===== src/sv/ewac_pkg.sv =====
// Shared types and character constants of the email and web address classifier.
package ewac_pkg;

  // ASCII codes that the recognizers test against.
  localparam logic [7:0] ChAt    = 8'h40;
  localparam logic [7:0] ChUnder = 8'h5F;
  localparam logic [7:0] ChDot   = 8'h2E;
  localparam logic [7:0] ChW     = 8'h77;
  localparam logic [7:0] ChLowA  = 8'h61;
  localparam logic [7:0] ChLowZ  = 8'h7A;
  localparam logic [7:0] ChUpA   = 8'h41;
  localparam logic [7:0] ChUpZ   = 8'h5A;
  localparam logic [7:0] Ch0     = 8'h30;
  localparam logic [7:0] Ch9     = 8'h39;

  // Verdict codes for a finished string.
  typedef enum logic [1:0] {
    KIND_NONE  = 2'd0,
    KIND_EMAIL = 2'd1,
    KIND_WEB   = 2'd2
  } kind_e;

  // Character classes of one byte, as the front end decodes them.
  typedef struct packed {
    logic lower;
    logic upper;
    logic digit;
    logic at;
    logic dot;
    logic under;
    logic w;
  } cls_t;

  // One queue entry: the decoded byte and its end-of-string flag.
  typedef struct packed {
    cls_t cls;
    logic last;
  } entry_t;

  // Handshake between the queue and the back end.
  typedef struct packed {
    logic   valid;
    entry_t entry;
  } head_t;

endpackage


===== src/sv/ewac_if.sv =====
// Channel interfaces for the byte input and the verdict output.
interface ewac_byte_if;
  logic       valid;
  logic       ready;
  logic [7:0] byte_in;
  logic       last_byte;

  modport source (output valid, output byte_in, output last_byte, input ready);
  modport sink   (input valid, input byte_in, input last_byte, output ready);
endinterface

interface ewac_kind_if;
  logic       valid;
  logic       ready;
  logic [1:0] kind;

  modport source (output valid, output kind, input ready);
  modport sink   (input valid, input kind, output ready);
endinterface


===== src/sv/ewac_front.sv =====
// Front end: accepts bytes and decodes their character classes for the queue.
module ewac_front
  import ewac_pkg::*;
(
  ewac_byte_if.sink byte_i,
  input  logic      full_i,
  output logic      push_o,
  output entry_t    entry_o
);

  logic [7:0] ch;

  // A byte is taken whenever the queue has room.
  assign byte_i.ready = !full_i;
  assign push_o       = byte_i.valid && !full_i;
  assign ch           = byte_i.byte_in;

  // Character class decode; bytes above 127 fall in no class.
  always_comb begin
    entry_o.cls.lower = (ch >= ChLowA) && (ch <= ChLowZ);
    entry_o.cls.upper = (ch >= ChUpA) && (ch <= ChUpZ);
    entry_o.cls.digit = (ch >= Ch0) && (ch <= Ch9);
    entry_o.cls.at    = (ch == ChAt);
    entry_o.cls.dot   = (ch == ChDot);
    entry_o.cls.under = (ch == ChUnder);
    entry_o.cls.w     = (ch == ChW);
    entry_o.last      = byte_i.last_byte;
  end

endmodule


===== src/sv/ewac_fifo.sv =====
// Short queue of decoded bytes between the front end and the back end.
module ewac_fifo
  import ewac_pkg::*;
#(
  parameter int unsigned DEPTH = 4
) (
  input  logic   clk_i,
  input  logic   rst_ni,
  input  logic   push_i,
  input  entry_t entry_i,
  output logic   full_o,
  input  logic   pop_i,
  output head_t  head_o
);

  localparam int unsigned PtrW = (DEPTH > 1) ? $clog2(DEPTH) : 1;
  localparam int unsigned CntW = $clog2(DEPTH + 1);
  localparam logic [PtrW-1:0] LastPtr = PtrW'(DEPTH - 1);
  localparam logic [CntW-1:0] FullCnt = CntW'(DEPTH);

  entry_t          mem_q [DEPTH];
  logic [PtrW-1:0] wr_ptr_q, wr_ptr_d;
  logic [PtrW-1:0] rd_ptr_q, rd_ptr_d;
  logic [CntW-1:0] cnt_q, cnt_d;
  logic            do_push, do_pop;

  assign full_o       = (cnt_q == FullCnt);
  assign head_o.valid = (cnt_q != '0);
  assign head_o.entry = mem_q[rd_ptr_q];
  assign do_push      = push_i && !full_o;
  assign do_pop       = pop_i && head_o.valid;

  // Pointer wrap and fill count.
  always_comb begin
    wr_ptr_d = wr_ptr_q;
    rd_ptr_d = rd_ptr_q;
    cnt_d    = cnt_q;
    if (do_push) begin
      wr_ptr_d = (wr_ptr_q == LastPtr) ? '0 : wr_ptr_q + 1'b1;
    end
    if (do_pop) begin
      rd_ptr_d = (rd_ptr_q == LastPtr) ? '0 : rd_ptr_q + 1'b1;
    end
    if (do_push && !do_pop) begin
      cnt_d = cnt_q + 1'b1;
    end else if (do_pop && !do_push) begin
      cnt_d = cnt_q - 1'b1;
    end
  end

  always_ff @(posedge clk_i or negedge rst_ni) begin
    if (!rst_ni) begin
      wr_ptr_q <= '0;
      rd_ptr_q <= '0;
      cnt_q    <= '0;
    end else begin
      wr_ptr_q <= wr_ptr_d;
      rd_ptr_q <= rd_ptr_d;
      cnt_q    <= cnt_d;
    end
  end

  // Storage needs no reset; the fill count guards it.
  always_ff @(posedge clk_i) begin
    if (do_push) begin
      mem_q[wr_ptr_q] <= entry_i;
    end
  end

endmodule


===== src/sv/ewac_back.sv =====
// Back end: steps both recognizers and holds the verdict for the output channel.
module ewac_back
  import ewac_pkg::*;
(
  input  logic        clk_i,
  input  logic        rst_ni,
  input  head_t       head_i,
  output logic        pop_o,
  ewac_kind_if.source kind_o
);

  typedef enum logic [2:0] {
    EM_START  = 3'd0,
    EM_LOCAL  = 3'd1,
    EM_DOMAIN = 3'd2,
    EM_DOT    = 3'd3,
    EM_VALID  = 3'd4,
    EM_REJECT = 3'd5
  } em_e;

  typedef enum logic [2:0] {
    WB_W1     = 3'd0,
    WB_W2     = 3'd1,
    WB_W3     = 3'd2,
    WB_PDOT   = 3'd3,
    WB_FIRST  = 3'd4,
    WB_NAME   = 3'd5,
    WB_VALID  = 3'd6,
    WB_REJECT = 3'd7
  } wb_e;

  em_e   em_q, em_d;
  wb_e   wb_q, wb_d;
  logic  out_valid_q;
  kind_e kind_q;
  cls_t  c;
  logic  alpha, alnum;

  assign c     = head_i.entry.cls;
  assign alpha = c.lower || c.upper;
  assign alnum = alpha || c.digit;

  // A final byte waits until the output register is free or being emptied.
  assign pop_o = head_i.valid && (!head_i.entry.last || !out_valid_q || kind_o.ready);

  // Email recognizer transition.
  always_comb begin
    unique case (em_q)
      EM_START:  em_d = alnum ? EM_LOCAL : EM_REJECT;
      EM_LOCAL:  em_d = c.at ? EM_DOMAIN :
                        (alnum || c.dot || c.under) ? EM_LOCAL : EM_REJECT;
      EM_DOMAIN: em_d = alpha ? EM_DOMAIN : (c.dot ? EM_DOT : EM_REJECT);
      EM_DOT:    em_d = c.lower ? EM_VALID : EM_REJECT;
      EM_VALID:  em_d = (c.lower || c.dot) ? EM_VALID : EM_REJECT;
      default:   em_d = EM_REJECT;
    endcase
  end

  // Web recognizer transition.
  always_comb begin
    unique case (wb_q)
      WB_W1:     wb_d = c.w ? WB_W2 : WB_REJECT;
      WB_W2:     wb_d = c.w ? WB_W3 : WB_REJECT;
      WB_W3:     wb_d = c.w ? WB_PDOT : WB_REJECT;
      WB_PDOT:   wb_d = c.dot ? WB_FIRST : WB_REJECT;
      WB_FIRST:  wb_d = c.lower ? WB_NAME : WB_REJECT;
      WB_NAME:   wb_d = c.lower ? WB_NAME : (c.dot ? WB_VALID : WB_REJECT);
      WB_VALID:  wb_d = c.lower ? WB_VALID : WB_REJECT;
      WB_REJECT: wb_d = WB_REJECT;
      default:   wb_d = WB_REJECT;
    endcase
  end

  assign kind_o.valid = out_valid_q;
  assign kind_o.kind  = kind_q;

  // Recognizer state and the output register.
  always_ff @(posedge clk_i or negedge rst_ni) begin
    if (!rst_ni) begin
      em_q        <= EM_START;
      wb_q        <= WB_W1;
      out_valid_q <= 1'b0;
      kind_q      <= KIND_NONE;
    end else begin
      // The verdict stays until taken and is refilled at each string end.
      out_valid_q <= (out_valid_q && !kind_o.ready) || (pop_o && head_i.entry.last);
      if (pop_o) begin
        if (head_i.entry.last) begin
          // End of string: report, email first, and restart both recognizers.
          if (em_d == EM_VALID) begin
            kind_q <= KIND_EMAIL;
          end else if (wb_d == WB_VALID) begin
            kind_q <= KIND_WEB;
          end else begin
            kind_q <= KIND_NONE;
          end
          em_q <= EM_START;
          wb_q <= WB_W1;
        end else begin
          em_q <= em_d;
          wb_q <= wb_d;
        end
      end
    end
  end

endmodule


===== src/sv/email_web_address_classifier.sv =====
// Top level of the email and web address classifier.
// The block takes one byte of a string per cycle on byte_i while byte_i.ready is
// high, with last_byte set on the final byte, and delivers one verdict on kind_o
// per string: 1 for an email address, 2 for a web address, 0 for neither, email
// winning when both match. A byte is decoded into character classes as it is
// accepted and placed in a queue of QUEUE_DEPTH entries; the back end takes one
// entry per cycle unless a final byte waits on a stalled kind_o, so the sustained
// rate is one byte per clock. The verdict is registered once the final byte
// has left the queue and is held in an output register until taken. byte_i.ready
// drops only while the queue is full, which happens when kind_o is stalled with a
// verdict pending and the next string's final byte reaches the head of the queue.
module email_web_address_classifier
  import ewac_pkg::*;
#(
  parameter int unsigned QUEUE_DEPTH = 4
) (
  input  logic        clk_i,
  input  logic        rst_ni,
  ewac_byte_if.sink   byte_i,
  ewac_kind_if.source kind_o
);

  logic   push, full, pop;
  entry_t entry;
  head_t  head;

  ewac_front u_front (
    .byte_i  (byte_i),
    .full_i  (full),
    .push_o  (push),
    .entry_o (entry)
  );

  ewac_fifo #(
    .DEPTH (QUEUE_DEPTH)
  ) u_fifo (
    .clk_i   (clk_i),
    .rst_ni  (rst_ni),
    .push_i  (push),
    .entry_i (entry),
    .full_o  (full),
    .pop_i   (pop),
    .head_o  (head)
  );

  ewac_back u_back (
    .clk_i  (clk_i),
    .rst_ni (rst_ni),
    .head_i (head),
    .pop_o  (pop),
    .kind_o (kind_o)
  );

endmodule


===== src/flat_wrapper.sv =====
// flat-port wrapper written by rule: the top's interface ports become plain ports
module email_web_address_classifier_flat import ewac_pkg::*;
#(
  parameter int unsigned QUEUE_DEPTH = 4
)
  (clk_i, rst_ni, byte_i_valid, byte_i_byte_in, byte_i_last_byte, byte_i_ready, kind_o_valid, kind_o_kind, kind_o_ready);
  ewac_byte_if byte_i_i ();
  ewac_kind_if kind_o_i ();
  input  logic clk_i;
  input  logic rst_ni;
  input wire logic [$bits(byte_i_i.valid)-1:0] byte_i_valid;
  input wire logic [$bits(byte_i_i.byte_in)-1:0] byte_i_byte_in;
  input wire logic [$bits(byte_i_i.last_byte)-1:0] byte_i_last_byte;
  output wire logic [$bits(byte_i_i.ready)-1:0] byte_i_ready;
  output wire logic [$bits(kind_o_i.valid)-1:0] kind_o_valid;
  output wire logic [$bits(kind_o_i.kind)-1:0] kind_o_kind;
  input wire logic [$bits(kind_o_i.ready)-1:0] kind_o_ready;
  assign byte_i_i.valid = byte_i_valid;
  assign byte_i_i.byte_in = byte_i_byte_in;
  assign byte_i_i.last_byte = byte_i_last_byte;
  assign byte_i_ready = byte_i_i.ready;
  assign kind_o_valid = kind_o_i.valid;
  assign kind_o_kind = kind_o_i.kind;
  assign kind_o_i.ready = kind_o_ready;
  email_web_address_classifier #(.QUEUE_DEPTH(QUEUE_DEPTH)) u_core (.clk_i(clk_i), .rst_ni(rst_ni), .byte_i(byte_i_i), .kind_o(kind_o_i));
endmodule

===== config.mk =====
export PLATFORM = sky130hd
export DESIGN_NAME = email_web_address_classifier_flat
export DESIGN_NICKNAME = d
export VERILOG_FILES = /design/src/sv/ewac_pkg.sv /design/src/sv/ewac_if.sv /design/src/sv/ewac_front.sv /design/src/sv/ewac_fifo.sv /design/src/sv/ewac_back.sv /design/src/sv/email_web_address_classifier.sv /design/src/flat_wrapper.sv
export SDC_FILE = /design/constraint.sdc
export NUM_CORES = 1
export LEC_CHECK = 0
export BUFFER_PORTS_ARGS = -buffer_cell sky130_fd_sc_hd__buf_2
export CAP_MARGIN = 10
export CORE_MARGIN = 2
export CORE_UTILIZATION = 59
export DETAILED_ROUTE_END_ITERATION = 6
export PLACE_DENSITY = 0.88
export SLEW_MARGIN = 15
export SYNTH_ARGS = -nofsm -noshare
export SYNTH_HDL_FRONTEND = slang
export SYNTH_HIERARCHICAL = 1
export SYNTH_SLANG_ARGS = --single-unit

===== constraint.sdc =====
create_clock -name clk_i -period 3.9 [get_ports clk_i]
set_clock_uncertainty 0.2 [all_clocks]
set_input_delay 0.39 -clock clk_i [delete_from_list [all_inputs] [get_ports clk_i]]
set_output_delay 0.39 -clock clk_i [all_outputs]
set_load 0.02 [all_outputs]

==> run_results.csv <==
group,metric,value,unit
worst_hold_path,hp-class,"input pin to flop",
power_and_ir_drop,p_sw,0.000721,W
sta,timing.slew.headroom,53.3,%
synthesis,async_reset_ff_share,33.3,%
floorplan,ios,17,
flow_run,drv_cap,0,
sta,tns,0,ns
sta,hold_viol,0,
critical_path,path_buf_inv,3,
global_routing,use_met2,36.5,%
final_layout,final_nets,206,
global_routing,grtUsageMet1,25.7,%
place,dp_hpwl,3.03,mm
detailed_routing,dr_total_vias,1444,
power_and_ir_drop,power,0.00197,W
status,status,"finished clean",
critical_path,crit_slowest_cell,"dfrtp_1",
place,port-buffer-count,16,
final_layout,layout_common_cells,"edfxtp_1 (32), buf_2 (16), dfrtp_1 (16)",
global_routing,grt_max_degree,17,
power_and_ir_drop,ir_drop,0.388,mV
detailed_routing,wl,4.08,mm
power_and_ir_drop,leakage,0.976,nW
critical_path,crit_type,"flop to flop",
critical_path,endpoint_kind,"flop",
critical_path,cp_top_family,"flip-flops",
detailed_routing,ant_nets,0,
final_layout,seqCellArea,1360,sq um
critical_path,start_kind,"flop",
sta,fmax,0.317,GHz
final_layout,multi_input_area,938,sq um
floorplan,die_h,67.5,um
final_layout,drive_gt1_share,28.3,%
clock_network,cts_root_buf,"clkbuf_8",
critical_path,critPathLaunch,"u_core/u_fifo/rd_ptr_q[0]$_DFFE_PN0P_",
power_and_ir_drop,p_sw_share,36.7,%
power_and_ir_drop,powerDensity,763,nW/um^2
clock_network,htree_levels,2,
final_layout,antenna_cells,0,
synthesis,syn_area_per_cell,14.1,sq um
clock_network,post_cts_resized,0,
synthesis,ys.warnings.count,6,
detailed_routing,routedWlPerCell,17.2,um
critical_path,worstPathRequired,3.92,ns
critical_path,cp.arrival,3.17,ns
floorplan,die_area,4560,sq um
power_and_ir_drop,intPower,0.00124,W
worst_hold_path,min-delay-start,"byte_i_last_byte",
critical_path,cp_slowest_stage_delay,0.71,ns
global_routing,antenna_found_initial,0,
final_layout,syn_to_final_growth,8.20,%
critical_path,regToRegStartpoint,"u_core/u_fifo/rd_ptr_q[0]$_DFFE_PN0P_",
power_and_ir_drop,pwr-share-comb,40.7,%
synthesis,syn-instance-count,169,
detailed_routing,drcViolationCount,0,
critical_path,crit_path_cell_trace,"mux4_2, inv_1, o21ai_2, inv_1, nand2_4, ha_1, inv_1, fa_1, xor2_1, nor2_1, xor2_1",
power_and_ir_drop,clkPwrFrac,15.3,%
sta,tightestPinTransition,0.694,ns
sta,fin_crit,3.15,ns
synthesis,synth-seq-area-share,57.2,%
floorplan,core_area,3940,sq um
final_layout,n_fill_cell,274,
sta,drv_slew,0,
place,gp_congestion,0.863,
synthesis,syn_nets,189,
synthesis,synth_cell_types,51,
clock_network,numCtsBuffers,5,
global_routing,grt_usage,21.3,%
clock_network,cts_tree,"done",
synthesis,syn_area,2380,sq um
global_routing,grt_pass1_vias,1458,
sta,period_share,80.8,%
clock_network,cts_setup_buffers,0,
clock_network,clkLatencyLatePin,0.30,ns
detailed_routing,viasPerCell,6.09,
power_and_ir_drop,seq_power_share,44.0,%
global_routing,grt_pass1_wl,6.89,mm
global_routing,met3_usage,5.00,%
synthesis,synth-edff-count,32,
clock_network,clk_pin_slew_worst_paths,0.09,ns
synthesis,yosys_register_bits,48,
critical_path,timing.critical_path.mode_cell,"inv_1",
clock_network,cts_max_path_buffers,2,
synthesis,synth_top_flop_cell,"edfxtp_1",
sta,rsz0062_at_grt,"false",
detailed_routing,first_iter_violations,114,
detailed_routing,first_pass_iters,4,
floorplan,chipWidth,67.5,um
final_layout,final_common_cell,"edfxtp_1",
global_routing,grt_overflow_total,0,
global_routing,gr-max-usage-layer,"met2",
floorplan,start_util,60.4,%
floorplan,core.rowCount,23,
critical_path,crit_fanout,11,
sta,setup_viol,0,
clock_network,cts.sinks,48,
-- sequential cells by signal (all words and copies together) (netlist names) --
name                        count
u_core/u_back/em_q              3
u_core/u_back/kind_o.kind       2
u_core/u_back/wb_q              3
u_core/u_fifo/mem_q            32
u_core/u_fifo/wr_ptr_q          2
u_core/u_fifo/cnt_q             3
u_core/u_back/kind_o.valid      1
u_core/u_fifo/rd_ptr_q          2
-- final timing paths --
path / endpoint / slack [ns] / cells after the start
max: u_core/u_fifo/cnt_q[2]$_DFFE_PN0P_ / 0.75 / 11
min: u_core/u_fifo/mem_q[1][0]$_DFFE_PP_ / 0.11 / 1
max reg2reg: u_core/u_fifo/cnt_q[2]$_DFFE_PN0P_ / 0.75 / 11
min reg2reg: u_core/u_back/kind_o.kind[1]$_DFFE_PN0P_ / 0.28 / 2
max in group asynchronous: u_core/u_back/em_q[1]$_DFFE_PN0P_ / 2.91 / 2
min in group asynchronous: u_core/u_back/kind_o.valid$_DFF_PN0_ / 0.32 / 2
-- cell usage after synthesis (all sizes together), types with 2 or more instances --
cell    instances  area [sq um]
and2            4          30.0
nor2b           2          15.0
nand2b          2          12.5
and4bb          2          25.0
edfxtp         32           961
nor3            7          35.0
and3            3          20.0
a21oi           4          20.0
nand3b          2          15.0
a31oi           2          12.5
a22o            3          27.5
nand3           3          15.0
nand2          10          45.0
ha              6          75.1
o21ai          11          58.8
nor4            3          33.8
inv             8          30.0
mux2            5          71.3
nor3b           3          33.8
dfrtp          16           400
buf             6          47.5
nor2            9          33.8
xor2            2          17.5
o41ai           2          25.0
mux4            8           180
-- timing repair --
| action | 4_1_cts | 5_1_grt |
|---|---|---|
| hold endpoints to repair | 16 | 0 |
| endpoints found under the setup margin | 0 | 0 |
| hold buffers | 1 | 0 |
-- power by group through the flow --
stage	Sequential [W]	Combinational [W]	Clock, W
2_1_floorplan	0.000801	0.000710	0
3_3_place_gp	0.000861	0.000742	0
3_5_place_dp	0.000875	0.000796	0
4_1_cts	0.000866	0.000800	0.000305
5_1_grt	0.000892	0.000875	0.000331
6_report	0.000864	0.000800	0.000302
-- kinds of logic (layout without fill, tap and decap cells) --
| group | after synthesis | count (layout) | synth area share, % |
|---|---|---|---|
| flip-flops | 48 | 48 | 57.2 |
| buffers and inverters | 15 | 33 | 3.42 |
| AO/OA/AOI/OAI | 26 | 26 | 7.88 |
| multiplexers | 14 | 14 | 11.0 |
| adder cells (fa/ha/maj) | 7 | 7 | 3.99 |
| AND/OR/NAND/NOR | 56 | 56 | 15.4 |
| XOR/XNOR | 3 | 3 | 1.10 |
-- metrics by stage --
stage	area (sq um)	setup WS, ns	hold slack, ns	util, %	cells
5_1_grt	2580	0.544	0.101	65.3	237
6_report	2580	0.749	0.106	65.3	237
2_1_floorplan	2380	1.12	-0.106	-	169
3_5_place_dp	2470	0.775	0.127	62.7	228
4_1_cts	2580	0.754	0.104	65.3	237
3_3_place_gp	2470	0.913	0.115	62.7	228
-- cell type report --
| cell class | count | area share (%) |
|---|---|---|
| timing repair buffer | 17 | 3.50 |
| tap | 50 | 2.43 |
| inverter | 8 | 1.17 |
| clock inverter | 1 | 0.291 |
| clock buffer | 7 | 3.35 |
| sequential | 48 | 52.8 |
| multi-input combinational | 106 | 36.4 |
-- routing by layer --
metal	up-vias	share of wire, %
met3	10	3.7
met1	716	41
met4	0	2.4
met5	-	0
met2	46	53
li1	672	-
-- worst register-to-register path: cells and delay by family, from the launching register on --
kind | cells | cell delay, ns
compound gates | 1 | 0.26
xor+xnor | 2 | 0.37
fa+ha+maj | 2 | 0.55
buf+inv | 3 | 0.29
flops | 1 | 0.71
mux | 1 | 0.42
simple gates | 2 | 0.28
No activity file was read; power rests on OpenSTA's default activity.
